$ cat src/rtl/tdpc_pkg.sv
// ----------------------------------------------------------------------------
// tdpc_pkg
// Shared types and constants of the thermal derating PI controller.
// ----------------------------------------------------------------------------
`default_nettype none

package tdpc_pkg;

    localparam int QW        = 32;
    localparam int FRAC      = 16;
    localparam int GAIN_W    = 19;
    localparam int DIV_STEPS = GAIN_W;
    localparam int CNT_W     = 5;
    localparam int CFG_IDX_W = 3;

    localparam logic signed [QW-1:0] Q_ONE         = 32'sd65536;
    localparam logic [GAIN_W-1:0]    GAIN_CLAMP_LO = 19'd65536;
    localparam logic [GAIN_W-1:0]    GAIN_CLAMP_HI = 19'd327680;

    typedef enum logic [CFG_IDX_W-1:0] {
        REG_PROP_GAIN       = 3'd0,
        REG_INTEG_GAIN_STEP = 3'd1,
        REG_DRIVE_MIN       = 3'd2,
        REG_DRIVE_MAX       = 3'd3,
        REG_INTEG_PRESET    = 3'd4,
        REG_TEMP_REF        = 3'd5,
        REG_CURRENT_NOMINAL = 3'd6,
        REG_ACTIVATE_TEMP   = 3'd7
    } cfg_idx_t;

    typedef enum logic [1:0] {
        MUL_ERR   = 2'd0,
        MUL_PROP  = 2'd1,
        MUL_INTEG = 2'd2
    } mul_sel_t;

    typedef enum logic [8:0] {
        S_IDLE = 9'b000000001,
        S_PREP = 9'b000000010,
        S_DIV  = 9'b000000100,
        S_MULE = 9'b000001000,
        S_ERR  = 9'b000010000,
        S_MULP = 9'b000100000,
        S_MULI = 9'b001000000,
        S_SUM  = 9'b010000000,
        S_FIN  = 9'b100000000
    } state_t;

    typedef struct packed {
        logic     load;
        logic     prep;
        logic     div_step;
        logic     mul_en;
        mul_sel_t mul_sel;
        logic     err_en;
        logic     p_en;
        logic     sum_en;
        logic     fin;
    } dp_cmd_t;

    typedef struct packed {
        logic need_div;
        logic out_free;
    } dp_sts_t;

endpackage

`default_nettype wire

$ cat src/rtl/thermal_derating_pi_controller.sv
// ----------------------------------------------------------------------------
// thermal_derating_pi_controller
// Temperature-error PI controller with current-scaled error and anti-windup.
// ----------------------------------------------------------------------------
// Usage:
//   Input stream s_axis: one item = junction temperature and load current.
//   Output stream m_axis: one item = drive (tdata) and bypassed flag (tuser).
//   Config port: cfg_we/cfg_index/cfg_data; the user writes it only while idle,
//   which the block does not enforce; a preset write also loads the integrator.
// Timing:
//   An item goes from acceptance through prep, the 19-step serial divider
//   (only when the coupling gain needs it), the error, proportional and
//   integral multiplies and the sum to the output register. s_axis_tready is
//   high only in the idle state, so a new item is taken only after the
//   previous result is loaded; the multiplies share one 33x33 multiplier.
// Reset:
//   Config registers and integrator go to their defaults, no result pending.
// Stall:
//   A result waits in the output register; the next item is still accepted
//   and processed, then holds before its final step until the register frees.
// ----------------------------------------------------------------------------
`default_nettype none

module thermal_derating_pi_controller (
    input  wire logic        clk,
    input  wire logic        rst_n,
    input  wire logic        s_axis_tvalid,
    output logic             s_axis_tready,
    input  wire logic [63:0] s_axis_tdata,   // [31:0] junction_temp, [63:32] load_current
    output logic             m_axis_tvalid,
    input  wire logic        m_axis_tready,
    output logic [31:0]      m_axis_tdata,   // [31:0] drive
    output logic [0:0]       m_axis_tuser,   // [0] bypassed
    input  wire logic        cfg_we,
    input  wire logic [2:0]  cfg_index,
    input  wire logic [31:0] cfg_data
);

    tdpc_pkg::dp_cmd_t  cmd;
    tdpc_pkg::dp_sts_t  sts;
    logic signed [31:0] drive;
    logic               bypassed;

    tdpc_ctrl u_ctrl (
        .clk      (clk),
        .rst_n    (rst_n),
        .in_valid (s_axis_tvalid),
        .in_ready (s_axis_tready),
        .sts      (sts),
        .cmd      (cmd)
    );

    tdpc_dp u_dp (
        .clk           (clk),
        .rst_n         (rst_n),
        .cmd           (cmd),
        .sts           (sts),
        .cfg_we        (cfg_we),
        .cfg_index     (cfg_index),
        .cfg_data      (cfg_data),
        .junction_temp (s_axis_tdata[31:0]),
        .load_current  (s_axis_tdata[63:32]),
        .out_valid     (m_axis_tvalid),
        .out_ready     (m_axis_tready),
        .drive         (drive),
        .bypassed      (bypassed)
    );

    assign m_axis_tdata    = drive;
    assign m_axis_tuser[0] = bypassed;

endmodule

`default_nettype wire

$ cat src/rtl/tdpc_dp.sv
// ----------------------------------------------------------------------------
// tdpc_dp
// Datapath: config registers, coupling-gain divider, shared multiplier,
// PI integrator with anti-windup, output register.
// ----------------------------------------------------------------------------
`default_nettype none

module tdpc_dp (
    input  wire logic                  clk,
    input  wire logic                  rst_n,
    input  wire tdpc_pkg::dp_cmd_t     cmd,
    output tdpc_pkg::dp_sts_t          sts,
    input  wire logic                  cfg_we,
    input  wire logic [2:0]            cfg_index,
    input  wire logic [31:0]           cfg_data,
    input  wire logic signed [31:0]    junction_temp,
    input  wire logic signed [31:0]    load_current,
    output logic                       out_valid,
    input  wire logic                  out_ready,
    output logic signed [31:0]         drive,
    output logic                       bypassed
);

    function automatic logic signed [31:0] sat32(input logic signed [49:0] x);
        logic signed [31:0] r;
        if (x > 50'sd2147483647)
            r = 32'sh7FFFFFFF;
        else if (x < -50'sd2147483648)
            r = 32'sh80000000;
        else
            r = x[31:0];
        return r;
    endfunction

    logic signed [31:0] prop_gain_reg, igs_reg, dmin_reg, dmax_reg;
    logic signed [31:0] temp_ref_reg, nom_reg, act_reg, integ_reg;

    logic signed [31:0] tj_reg, cur_reg;
    logic signed [32:0] diff_reg;
    logic               byp_reg;
    logic [tdpc_pkg::GAIN_W-1:0] gain_reg;
    logic [30:0]        rem_reg;
    logic [tdpc_pkg::GAIN_W-1:0] dvd_reg;
    logic signed [65:0] prod_reg;
    logic signed [31:0] err_reg;
    logic signed [47:0] p_reg;
    logic signed [31:0] isum_reg;

    logic               out_valid_reg;
    logic signed [31:0] out_drive_reg;
    logic               out_byp_reg;

    // config registers; a preset write also loads the integrator
    always_ff @(posedge clk or negedge rst_n) begin
        if (!rst_n) begin
            prop_gain_reg <= 32'sd65536;
            igs_reg       <= 32'sd0;
            dmin_reg      <= 32'sd0;
            dmax_reg      <= 32'sd65536;
            temp_ref_reg  <= 32'sd8192000;
            nom_reg       <= 32'sd65536;
            act_reg       <= 32'sd6553600;
        end else if (cfg_we) begin
            case (tdpc_pkg::cfg_idx_t'(cfg_index))
                tdpc_pkg::REG_PROP_GAIN:       prop_gain_reg <= cfg_data;
                tdpc_pkg::REG_INTEG_GAIN_STEP: igs_reg       <= cfg_data;
                tdpc_pkg::REG_DRIVE_MIN:       dmin_reg      <= cfg_data;
                tdpc_pkg::REG_DRIVE_MAX:       dmax_reg      <= cfg_data;
                tdpc_pkg::REG_TEMP_REF:        temp_ref_reg  <= cfg_data;
                tdpc_pkg::REG_CURRENT_NOMINAL: nom_reg       <= cfg_data;
                tdpc_pkg::REG_ACTIVATE_TEMP:   act_reg       <= cfg_data;
                default: ;
            endcase
        end
    end

    // gain selection and gates
    logic signed [34:0] cur_x, cur5, nom_x;
    logic               gain_is_max, gain_is_min, need_div;

    always_comb begin
        cur_x       = 35'(cur_reg);
        cur5        = (cur_x <<< 2) + cur_x;
        nom_x       = 35'(nom_reg);
        gain_is_max = 1'b0;
        gain_is_min = 1'b0;
        need_div    = 1'b0;
        if (cur_reg == 32'sd0)
            gain_is_max = 1'b1;
        else if (cur_reg[31])
            gain_is_min = 1'b1;
        else if (nom_x >= cur5)
            gain_is_max = 1'b1;
        else if (nom_reg < cur_reg)
            gain_is_min = 1'b1;
        else
            need_div = 1'b1;
    end

    // restoring divide step: quotient bits shift into gain_reg
    logic [31:0] r2;
    logic        q_bit;

    always_comb begin
        r2    = {1'b0, rem_reg} + {31'd0, 1'b0};
        r2    = {rem_reg, dvd_reg[tdpc_pkg::GAIN_W-1]};
        q_bit = (r2 >= {1'b0, cur_reg[30:0]});
    end

    // shared multiplier
    logic signed [32:0] mul_a, mul_b;

    always_comb begin
        case (cmd.mul_sel)
            tdpc_pkg::MUL_ERR:
            begin
                mul_a = diff_reg;
                mul_b = $signed({14'd0, gain_reg});
            end
            tdpc_pkg::MUL_PROP:
            begin
                mul_a = 33'(err_reg);
                mul_b = 33'(prop_gain_reg);
            end
            tdpc_pkg::MUL_INTEG:
            begin
                mul_a = 33'(err_reg);
                mul_b = 33'(igs_reg);
            end
            default:
            begin
                mul_a = 33'sd0;
                mul_b = 33'sd0;
            end
        endcase
    end

    // final sum, clamp, anti-windup, bypass override to Q_ONE
    logic signed [48:0] u;
    logic signed [48:0] dmax_x, dmin_x;
    logic signed [31:0] drv, integ_next;

    always_comb begin
        u          = 49'(p_reg) + 49'(isum_reg);
        dmax_x     = 49'(dmax_reg);
        dmin_x     = 49'(dmin_reg);
        integ_next = isum_reg;
        drv        = u[31:0];
        if (u > dmax_x) begin
            drv = dmax_reg;
            if (err_reg > 32'sd0)
                integ_next = integ_reg;
        end else if (u < dmin_x) begin
            drv = dmin_reg;
            if (err_reg < 32'sd0)
                integ_next = integ_reg;
        end
        if (byp_reg)
            drv = tdpc_pkg::Q_ONE;
    end

    // work registers
    always_ff @(posedge clk) begin
        if (cmd.load) begin
            tj_reg  <= junction_temp;
            cur_reg <= load_current;
        end
        if (cmd.prep) begin
            diff_reg <= 33'(temp_ref_reg) - 33'(tj_reg);
            byp_reg  <= (tj_reg < act_reg) || (cur5 < nom_x);
            rem_reg  <= {3'd0, nom_reg[30:3]};
            dvd_reg  <= {nom_reg[2:0], 16'd0};
            if (gain_is_max)
                gain_reg <= tdpc_pkg::GAIN_CLAMP_HI;
            else if (gain_is_min)
                gain_reg <= tdpc_pkg::GAIN_CLAMP_LO;
            else
                gain_reg <= '0;
        end
        if (cmd.div_step) begin
            rem_reg  <= q_bit ? 31'(r2 - {1'b0, cur_reg[30:0]}) : r2[30:0];
            gain_reg <= {gain_reg[tdpc_pkg::GAIN_W-2:0], q_bit};
            dvd_reg  <= {dvd_reg[tdpc_pkg::GAIN_W-2:0], 1'b0};
        end
        if (cmd.mul_en)
            prod_reg <= mul_a * mul_b;
        if (cmd.err_en)
            err_reg <= sat32($signed(prod_reg[65:16]));
        if (cmd.p_en)
            p_reg <= $signed(prod_reg[63:16]);
        if (cmd.sum_en)
            isum_reg <= sat32(50'(integ_reg) + 50'($signed(prod_reg[63:16])));
        if (cmd.fin) begin
            out_drive_reg <= drv;
            out_byp_reg   <= byp_reg;
        end
    end

    always_ff @(posedge clk or negedge rst_n) begin
        if (!rst_n)
            integ_reg <= tdpc_pkg::Q_ONE;
        else if (cfg_we && (tdpc_pkg::cfg_idx_t'(cfg_index) == tdpc_pkg::REG_INTEG_PRESET))
            integ_reg <= cfg_data;
        else if (cmd.fin)
            integ_reg <= integ_next;
    end

    always_ff @(posedge clk or negedge rst_n) begin
        if (!rst_n)
            out_valid_reg <= 1'b0;
        else if (cmd.fin)
            out_valid_reg <= 1'b1;
        else if (out_ready)
            out_valid_reg <= 1'b0;
    end

    assign sts.need_div = need_div;
    assign sts.out_free = !out_valid_reg || out_ready;
    assign out_valid    = out_valid_reg;
    assign drive        = out_drive_reg;
    assign bypassed     = out_byp_reg;

endmodule

`default_nettype wire

$ cat src/rtl/tdpc_ctrl.sv
// ----------------------------------------------------------------------------
// tdpc_ctrl
// Sequencer: steps one item through gain, divide (when needed), multiply and update.
// ----------------------------------------------------------------------------
`default_nettype none

module tdpc_ctrl (
    input  wire logic               clk,
    input  wire logic               rst_n,
    input  wire logic               in_valid,
    output logic                    in_ready,
    input  wire tdpc_pkg::dp_sts_t  sts,
    output tdpc_pkg::dp_cmd_t       cmd
);

    tdpc_pkg::state_t state_reg, state_next;
    logic [tdpc_pkg::CNT_W-1:0] cnt_reg, cnt_next;

    always_ff @(posedge clk or negedge rst_n) begin
        if (!rst_n) begin
            state_reg <= tdpc_pkg::S_IDLE;
            cnt_reg   <= '0;
        end else begin
            state_reg <= state_next;
            cnt_reg   <= cnt_next;
        end
    end

    always_comb begin
        state_next  = state_reg;
        cnt_next    = cnt_reg;
        cmd         = '0;
        cmd.mul_sel = tdpc_pkg::MUL_ERR;
        in_ready    = 1'b0;
        case (state_reg)
            tdpc_pkg::S_IDLE:
            begin
                in_ready = 1'b1;
                if (in_valid) begin
                    cmd.load   = 1'b1;
                    state_next = tdpc_pkg::S_PREP;
                end
            end
            tdpc_pkg::S_PREP:
            begin
                cmd.prep   = 1'b1;
                cnt_next   = '0;
                state_next = sts.need_div ? tdpc_pkg::S_DIV : tdpc_pkg::S_MULE;
            end
            tdpc_pkg::S_DIV:
            begin
                cmd.div_step = 1'b1;
                cnt_next     = cnt_reg + tdpc_pkg::CNT_W'(1);
                if (cnt_reg == tdpc_pkg::CNT_W'(tdpc_pkg::DIV_STEPS - 1))
                    state_next = tdpc_pkg::S_MULE;
            end
            tdpc_pkg::S_MULE:
            begin
                cmd.mul_en  = 1'b1;
                cmd.mul_sel = tdpc_pkg::MUL_ERR;
                state_next  = tdpc_pkg::S_ERR;
            end
            tdpc_pkg::S_ERR:
            begin
                cmd.err_en = 1'b1;
                state_next = tdpc_pkg::S_MULP;
            end
            tdpc_pkg::S_MULP:
            begin
                cmd.mul_en  = 1'b1;
                cmd.mul_sel = tdpc_pkg::MUL_PROP;
                state_next  = tdpc_pkg::S_MULI;
            end
            tdpc_pkg::S_MULI:
            begin
                cmd.p_en    = 1'b1;
                cmd.mul_en  = 1'b1;
                cmd.mul_sel = tdpc_pkg::MUL_INTEG;
                state_next  = tdpc_pkg::S_SUM;
            end
            tdpc_pkg::S_SUM:
            begin
                cmd.sum_en = 1'b1;
                state_next = tdpc_pkg::S_FIN;
            end
            tdpc_pkg::S_FIN:
            begin
                // hold until the output register can take the item
                if (sts.out_free) begin
                    cmd.fin    = 1'b1;
                    state_next = tdpc_pkg::S_IDLE;
                end
            end
            default:
            begin
                state_next = tdpc_pkg::S_IDLE;
            end
        endcase
    end

endmodule

`default_nettype wire

$ cat config.mk
export PLATFORM = sky130hd
export DESIGN_NAME = thermal_derating_pi_controller
export DESIGN_NICKNAME = d
export VERILOG_FILES = /design/src/rtl/tdpc_pkg.sv /design/src/rtl/thermal_derating_pi_controller.sv /design/src/rtl/tdpc_dp.sv /design/src/rtl/tdpc_ctrl.sv
export SDC_FILE = /design/constraint.sdc
export NUM_CORES = 2
export LEC_CHECK = 0
export BUFFER_PORTS_ARGS = -buffer_cell sky130_fd_sc_hd__buf_2
export CAP_MARGIN = 10
export CORE_MARGIN = 2
export CORE_UTILIZATION = 55
export CTS_CLUSTER_DIAMETER = 80
export DETAILED_ROUTE_END_ITERATION = 8
export HOLD_SLACK_MARGIN = 0.03
export PLACE_DENSITY = 0.71
export SLEW_MARGIN = 20
export SYNTH_ARGS = -nofsm -noshare
export SYNTH_HDL_FRONTEND = slang
export SYNTH_SLANG_ARGS = --single-unit
$ cat constraint.sdc
create_clock -name clk -period 27.7 [get_ports clk]
set_input_delay 4.155 -clock clk [delete_from_list [all_inputs] [get_ports clk]]
set_output_delay 4.155 -clock clk [all_outputs]
set_load 0.02 [all_outputs]
# --- After elaboration in Yosys (flattened, before gate mapping) ---
# Cells that the tools add are included.
word_totals:
  reg_bits: 633
  out_inout_bits: 35
  elab_cells: 141
op_classes:
  addsub: 6
  multipliers: 1
  order_cmp: 13
  n_eq_ne: 24
  muxes: 51
  reduce_logical: 21
ops:
  columns: ["operator", "count"]
  rows:
  - ["$mux 32", 10]
  - ["$gt 50x32->1 const B", 2]
  - ["$lt 50x32->1 const B", 2]
  - ["$pmux 33 s3", 1]
  - ["$mux 19", 5]
  - ["$mux 31", 3]
  - ["$pmux 9 s9", 1]
  - ["$mul 33x33->66", 1]
  - ["$pmux 33 s2", 1]
  - ["$lt 32x32->1", 2]
  - ["$add 32x48->49", 1]
  - ["$add 48x32->49", 1]
  - ["$gt 49x32->1", 1]
  - ["$lt 49x32->1", 1]
  - ["$add 34x32->35", 1]
  - ["$ge 32x35->1", 1]
  - ["$lt 35x32->1", 1]
  - ["$sub 32x32->33", 1]
  - ["$ge 32x31->1", 1]
  - ["$gt 32x1->1 const B", 1]
  - ["$logic_not 32->1", 1]
  - ["$lt 32x1->1 const B", 1]
  - ["$sub 31x31->31", 1]
  - ["$mux 9", 3]
  - ["other kinds (34)", 72]

# --- Logic depth before layout (Yosys ltp) ---
logic_depth:
  depth_word: 9
  depth_mapped: 41

# --- Cells and area by module ---
# From an unflattened synthesis, not the netlist that was laid out.
unflattened:
  hier_cells: 7821
  hier_area_um2: 75448.6
modules_own_cells:
  columns: ["mod", "instances", "cells_per_inst", "area_per_inst_um2", "seq_area_each_um2"]
  rows:
  - ["tdpc_dp", 1, 7724, 74493.9, 16837.4]
  - ["tdpc_ctrl", 1, 97, 954.7, 351.6]

# --- Least setup slack after synthesis ---
# Ideal clock, no wire load.
synth_path:
  path_kind: "register to register"
  startpoint: "register u_ctrl.state_reg[4]"
  endpoint: "register u_dp.prod_reg[60], data pin"
  setup_ns: 0.259
  t_arrival_ns: 14.127
  required_ns: 27.441
  path_slack_ns: 13.314
  path_stages_with_launch: 39
  n_path_buf: 5
  synth_period_minus_slack_ns: 14.386
  path_cell_list: "dfrtp_1 -> or4_1 -> buf_2 -> or2_2 -> nor3b_1 -> ha_1 -> clkbuf_1 -> buf_1 -> a22oi_1 -> a21o_1 -> buf_2 -> buf_1 -> nor2_1 -> fa_1 -> inv_1 -> fa_1 -> inv_1 -> fa_1 -> [3 not listed] -> fa_1 -> fa_1 -> fa_1 -> inv_1 -> fa_1 -> inv_1 -> ha_1 -> inv_1 -> o21bai_1 -> a21oi_1 -> o21ai_0 -> a21o_1 -> a21oi_1 -> o21ai_0 -> or2_4 -> a31o_2 -> a21oi_2 -> xnor2_1"
synth_between:
  elab_chain_cells: 6
synth_rtl:
  columns: ["element", "line_no", "rtl"]
  rows:
  - ["start, declared", "tdpc_ctrl.sv:16", "tdpc_pkg::state_t state_reg, state_next;"]
  - ["start signal, assigned", "tdpc_ctrl.sv:21", "state_reg <= tdpc_pkg::S_IDLE;"]
  - ["start signal, assigned", "tdpc_ctrl.sv:24", "state_reg <= state_next;"]
  - ["$eq 9x7->1 (tied with other cells)", "tdpc_ctrl.sv:35", "case (state_reg)"]
  - ["$pmux 3 s3 (*)", "tdpc_ctrl.sv:35", null]
  - ["$eq 2x1->1 or $eq 2x2->1 (tied branches)", "tdpc_dp.sv:114", "case (cmd.mul_sel)"]
  - ["$reduce_or 2->1 (no line)", null, null]
  - ["$pmux 33 s2", "tdpc_dp.sv:114", null]
  - ["$mul 33x33->66 (*)", "tdpc_dp.sv:186", "prod_reg <= mul_a * mul_b;"]
  - ["end signal, assigned", "tdpc_dp.sv:186", null]
  - ["end, declared", "tdpc_dp.sv:44", "logic signed [65:0] prod_reg;"]
# Every way passes the cells marked *; elsewhere a longest branch is shown, timed or not.
# A chain may end at the register's enable or synchronous reset.

# --- Final worst setup path ---
layout_path:
  startpoint: "register u_ctrl.state_reg[4]"
  endpoint: "register u_dp.prod_reg[54], data pin"
# The elaborated chain is that of the path after synthesis.

==> key figures <==
Floorplanning
  • Total Die Area: ~140,000 µm²
  • Site row count: 136
  • Die H: 375 µm
  • Core ar.: roughly 140,000 µm²
  • Number of I/O pins: about 140
  • Die X: 375 µm
  • Starting density of the core: between 50% and 60%

CTS
  • CTS tree: built
  • Post-CTS Setup Inserts: 0
  • Reg clk slew, reported paths: around 0.07 ns
  • Post-CTS Hold Buffers: 0
  • Sink Count: around 620
  • Clock Latency Late Sink: roughly 0.67 ns
  • Inserted Clock Buffers: 68
  • CTS max path bufs: 3
  • H-tree depth: 3
  • Root buf cell: clkbuf_16
  • Post-CTS Resized: 0

Route
  • Starting DRT DRC Count: roughly 5,600
  • ANT nets after route: 0
  • Drc violations: 0
  • First-pass DRT Iterations: 8
  • Via Count: ~58,000
  • Post-Route WL: about 240,000 µm
  • Vias/cell: around 6.0
  • Drt wl/cell: 24.7 µm

Synthesis
  • Post-synthesis sequential area ratio: roughly 23%
  • Seq cells post-synth: 617
  • Ys flop type: edfxtp_1
  • Syn nets: 9,721
  • Commonest cells in the netlist: inv_1 (1,437), fa_1 (1,150), nor2_1 (896)
  • Synthesized area per cell: a little under 10 µm²
  • Post-synth EDFFs: approximately 350
  • Count leader, synth: inv_1
  • Synth area leaders: fa_1 (30%), edfxtp_1 (14%), ha_1 (9.9%), dfrtp_1 (8.5%), inv_1 (7.1%)
  • Library cells used by synthesis: 89
  • Async SR Flop Fraction: 43.9%
  • Yosys warning count: 0
  • Area leader, netlist: fa_1
  • Mapped Area: roughly 76,000 µm²
  • Share of the synthesized area in the top cell type: a little under a third
  • Post-Syn Instances: 7,868

Critical path
  • Crit path largest cell delay: slightly above 0.7 ns
  • Reg2reg start: u_ctrl.state_reg[4]$_DFFE_PN0P_
  • CP Buf/Inv Count: 7
  • Worst Path Required: 28.09 ns
  • CP startpoint kind: register
  • Crit. Startpoint: u_ctrl.state_reg[4]$_DFFE_PN0P_
  • CP Capture Type: register
  • Reg2Reg Depth: 32
  • Worst path top cell family by delay: adder cells
  • Worst Path Max Fanout: 77
  • Crit path arrival time: about 13 ns
  • Setup slack, reg-to-reg: about 15 ns
  • Critical path's most frequent cell: fa_1
  • CP max-delay cell: buf_4
  • Crit path kind: register to register
  • Reg2reg end: u_dp.prod_reg[54]$_DFFE_PP_
  • Worst Setup EP: u_dp.prod_reg[54]$_DFFE_PP_
  • CP Depth: 32

Timing
  • Slew Limit Headroom: between 20 and 30%
  • Period Utilization, post-route: between 40% and 50%
  • Unrepaired setup endpoints after global routing: no
  • Final setup viols: 0
  • Final hold viol count: 0
  • Tmin final: approximately 13 ns
  • Worst Max-Slew Pin Slew: approximately 1.1 ns
  • Setup TNS: 0 ns
  • Worst Skew: slightly above 0.03 ns
  • F_max: 79.2 MHz
  • Pins over their slew limit: 0

Final layout
  • Sequential cell area: ~17,000 µm²
  • Area of the multi-input gates: 52,100 µm²
  • Area Overhead vs Synth: 6.51%
  • # nets final: 9,710
  • Max reg flops: 50
  • FILL cells: 11,700
  • Final Non-Filler Cells: roughly 10,000
  • Share of post-route cells with drive strength above 1: about 8.6%
  • Final Core Density: between 50% and 60%

Job
  • Max Cap Violations: 0

GRT
  • Vias in the first global route: roughly 60,000
  • Largest net degree at the start of global routing: 115
  • First-pass GRT wire length: between 300,000 and 400,000 µm
  • Initial antenna violation count: 16
  • Gr ovfl total: 0
  • Total track usage: 34.5%

Placement
  • PortBufs: about 140
  • Placed Cells: ~9,600
  • Detail Placement HPWL: 184,000 µm
  • Placer congestion estimate: roughly 1.0

Run status
  • Status: completed

Worst hold path
  • Hold/Removal Path Class: register to register
-- cell usage in the layout (no fill, tap or decap), types with 14 or more instances in the layout --
cell          n
inv_1      1436
fa_1       1150
nor2_1      885
nand2_1     712
ha_1        597
edfxtp_1    346
dfrtp_1     257
a21oi_1     249
o21ai_0     242
mux2_2      195
a21o_1      182
xnor2_1     144
buf_2       137
buf_4       117
mux2i_1      89
xor2_1       87
o21a_1       78
nand4_1      75
clkbuf_16    72
nand3_1      63
a211oi_1     60
o21ai_1      53
nor3_1       49
nor2b_1      47
nand2b_1     47
or2_2        37
nor4_1       33
a31oi_1      33
and2_1       31
o21bai_1     26
o211ai_1     24
or3_1        22
and3_1       22
a22oi_1      19
diode_2      14
clkbuf_1     14
dfstp_2      14
-- cell families (layout without fill, tap and decap cells) --
| group | count (synthesis) | in the layout | share of synthesized area, % |
|---|---|---|---|
| AOI/OAI and AO/OA | 1127 | 1127 | 9.59 |
| xor gates and xnor gates | 232 | 232 | 2.69 |
| adders and majority gates | 1749 | 1749 | 40.3 |
| buffers and inverters | 1774 | 1819 | 8.89 |
| DFF | 617 | 617 | 22.7 |
| muxes | 284 | 284 | 4.07 |
| other | 0 | 14 | 0 |
| and+or+nand+nor | 2085 | 2085 | 11.8 |
-- worst min-delay path by stage --
stage	to	startpoint	cells past startpoint
6_report	u_dp.act_reg[2]$_DFFE_PN0P_	u_dp.act_reg[2]$_DFFE_PN0P_	1
5_1_grt	u_dp.act_reg[5]$_DFFE_PN0P_	u_dp.act_reg[5]$_DFFE_PN0P_	1
4_1_cts	u_dp.act_reg[2]$_DFFE_PN0P_	u_dp.act_reg[2]$_DFFE_PN0P_	1
3_5_place_dp	u_dp.act_reg[9]$_DFFE_PN0P_	u_dp.act_reg[9]$_DFFE_PN0P_	1
3_3_place_gp	u_dp.act_reg[10]$_DFFE_PN0P_	u_dp.act_reg[10]$_DFFE_PN0P_	1
2_1_floorplan	u_dp.p_reg[0]$_DFFE_PN_	u_dp.prod_reg[16]$_DFFE_PP_	0
-- metal layers --
metal  vias to the layer above  wire length (µm)  track usage, %
li1                      25200                 -               -
met1                     29200             90900            44.3
met2                      3031            108000            53.6
met3                       777             26900            10.2
met4                        10             14400            17.0
met5                         -               238               0
-- final cells by class --
cell class                      instances  area share [%]
Antenna cell                           14          0.0434
Clock buffer                           89            2.35
Clock inverter                         37           0.381
Inverter                             1437            6.68
Multi-Input combinational cell       5477            64.5
Sequential cell                       617            21.3
Tap cell                             1794            2.78
Timing Repair Buffer                  256            1.99
-- per-stage QoR --
| step | setup WS, ns | instance area [µm²] | hold WS [ns] |
|---|---|---|---|
| final | 15.07 | 80700 | 0.508 |
| after global placement | 15.51 | 78500 | 0.486 |
| after floorplan | 13.31 | 75800 | 0.458 |
| after detailed placement | 15.18 | 78500 | 0.494 |
| after global routing | 14.39 | 80700 | 0.518 |
| after CTS | 15.15 | 80700 | 0.509 |
Power is left out: the tool's default activity adds up to more than one toggle a clock period on the data nets, which glitch-free logic cannot reach.
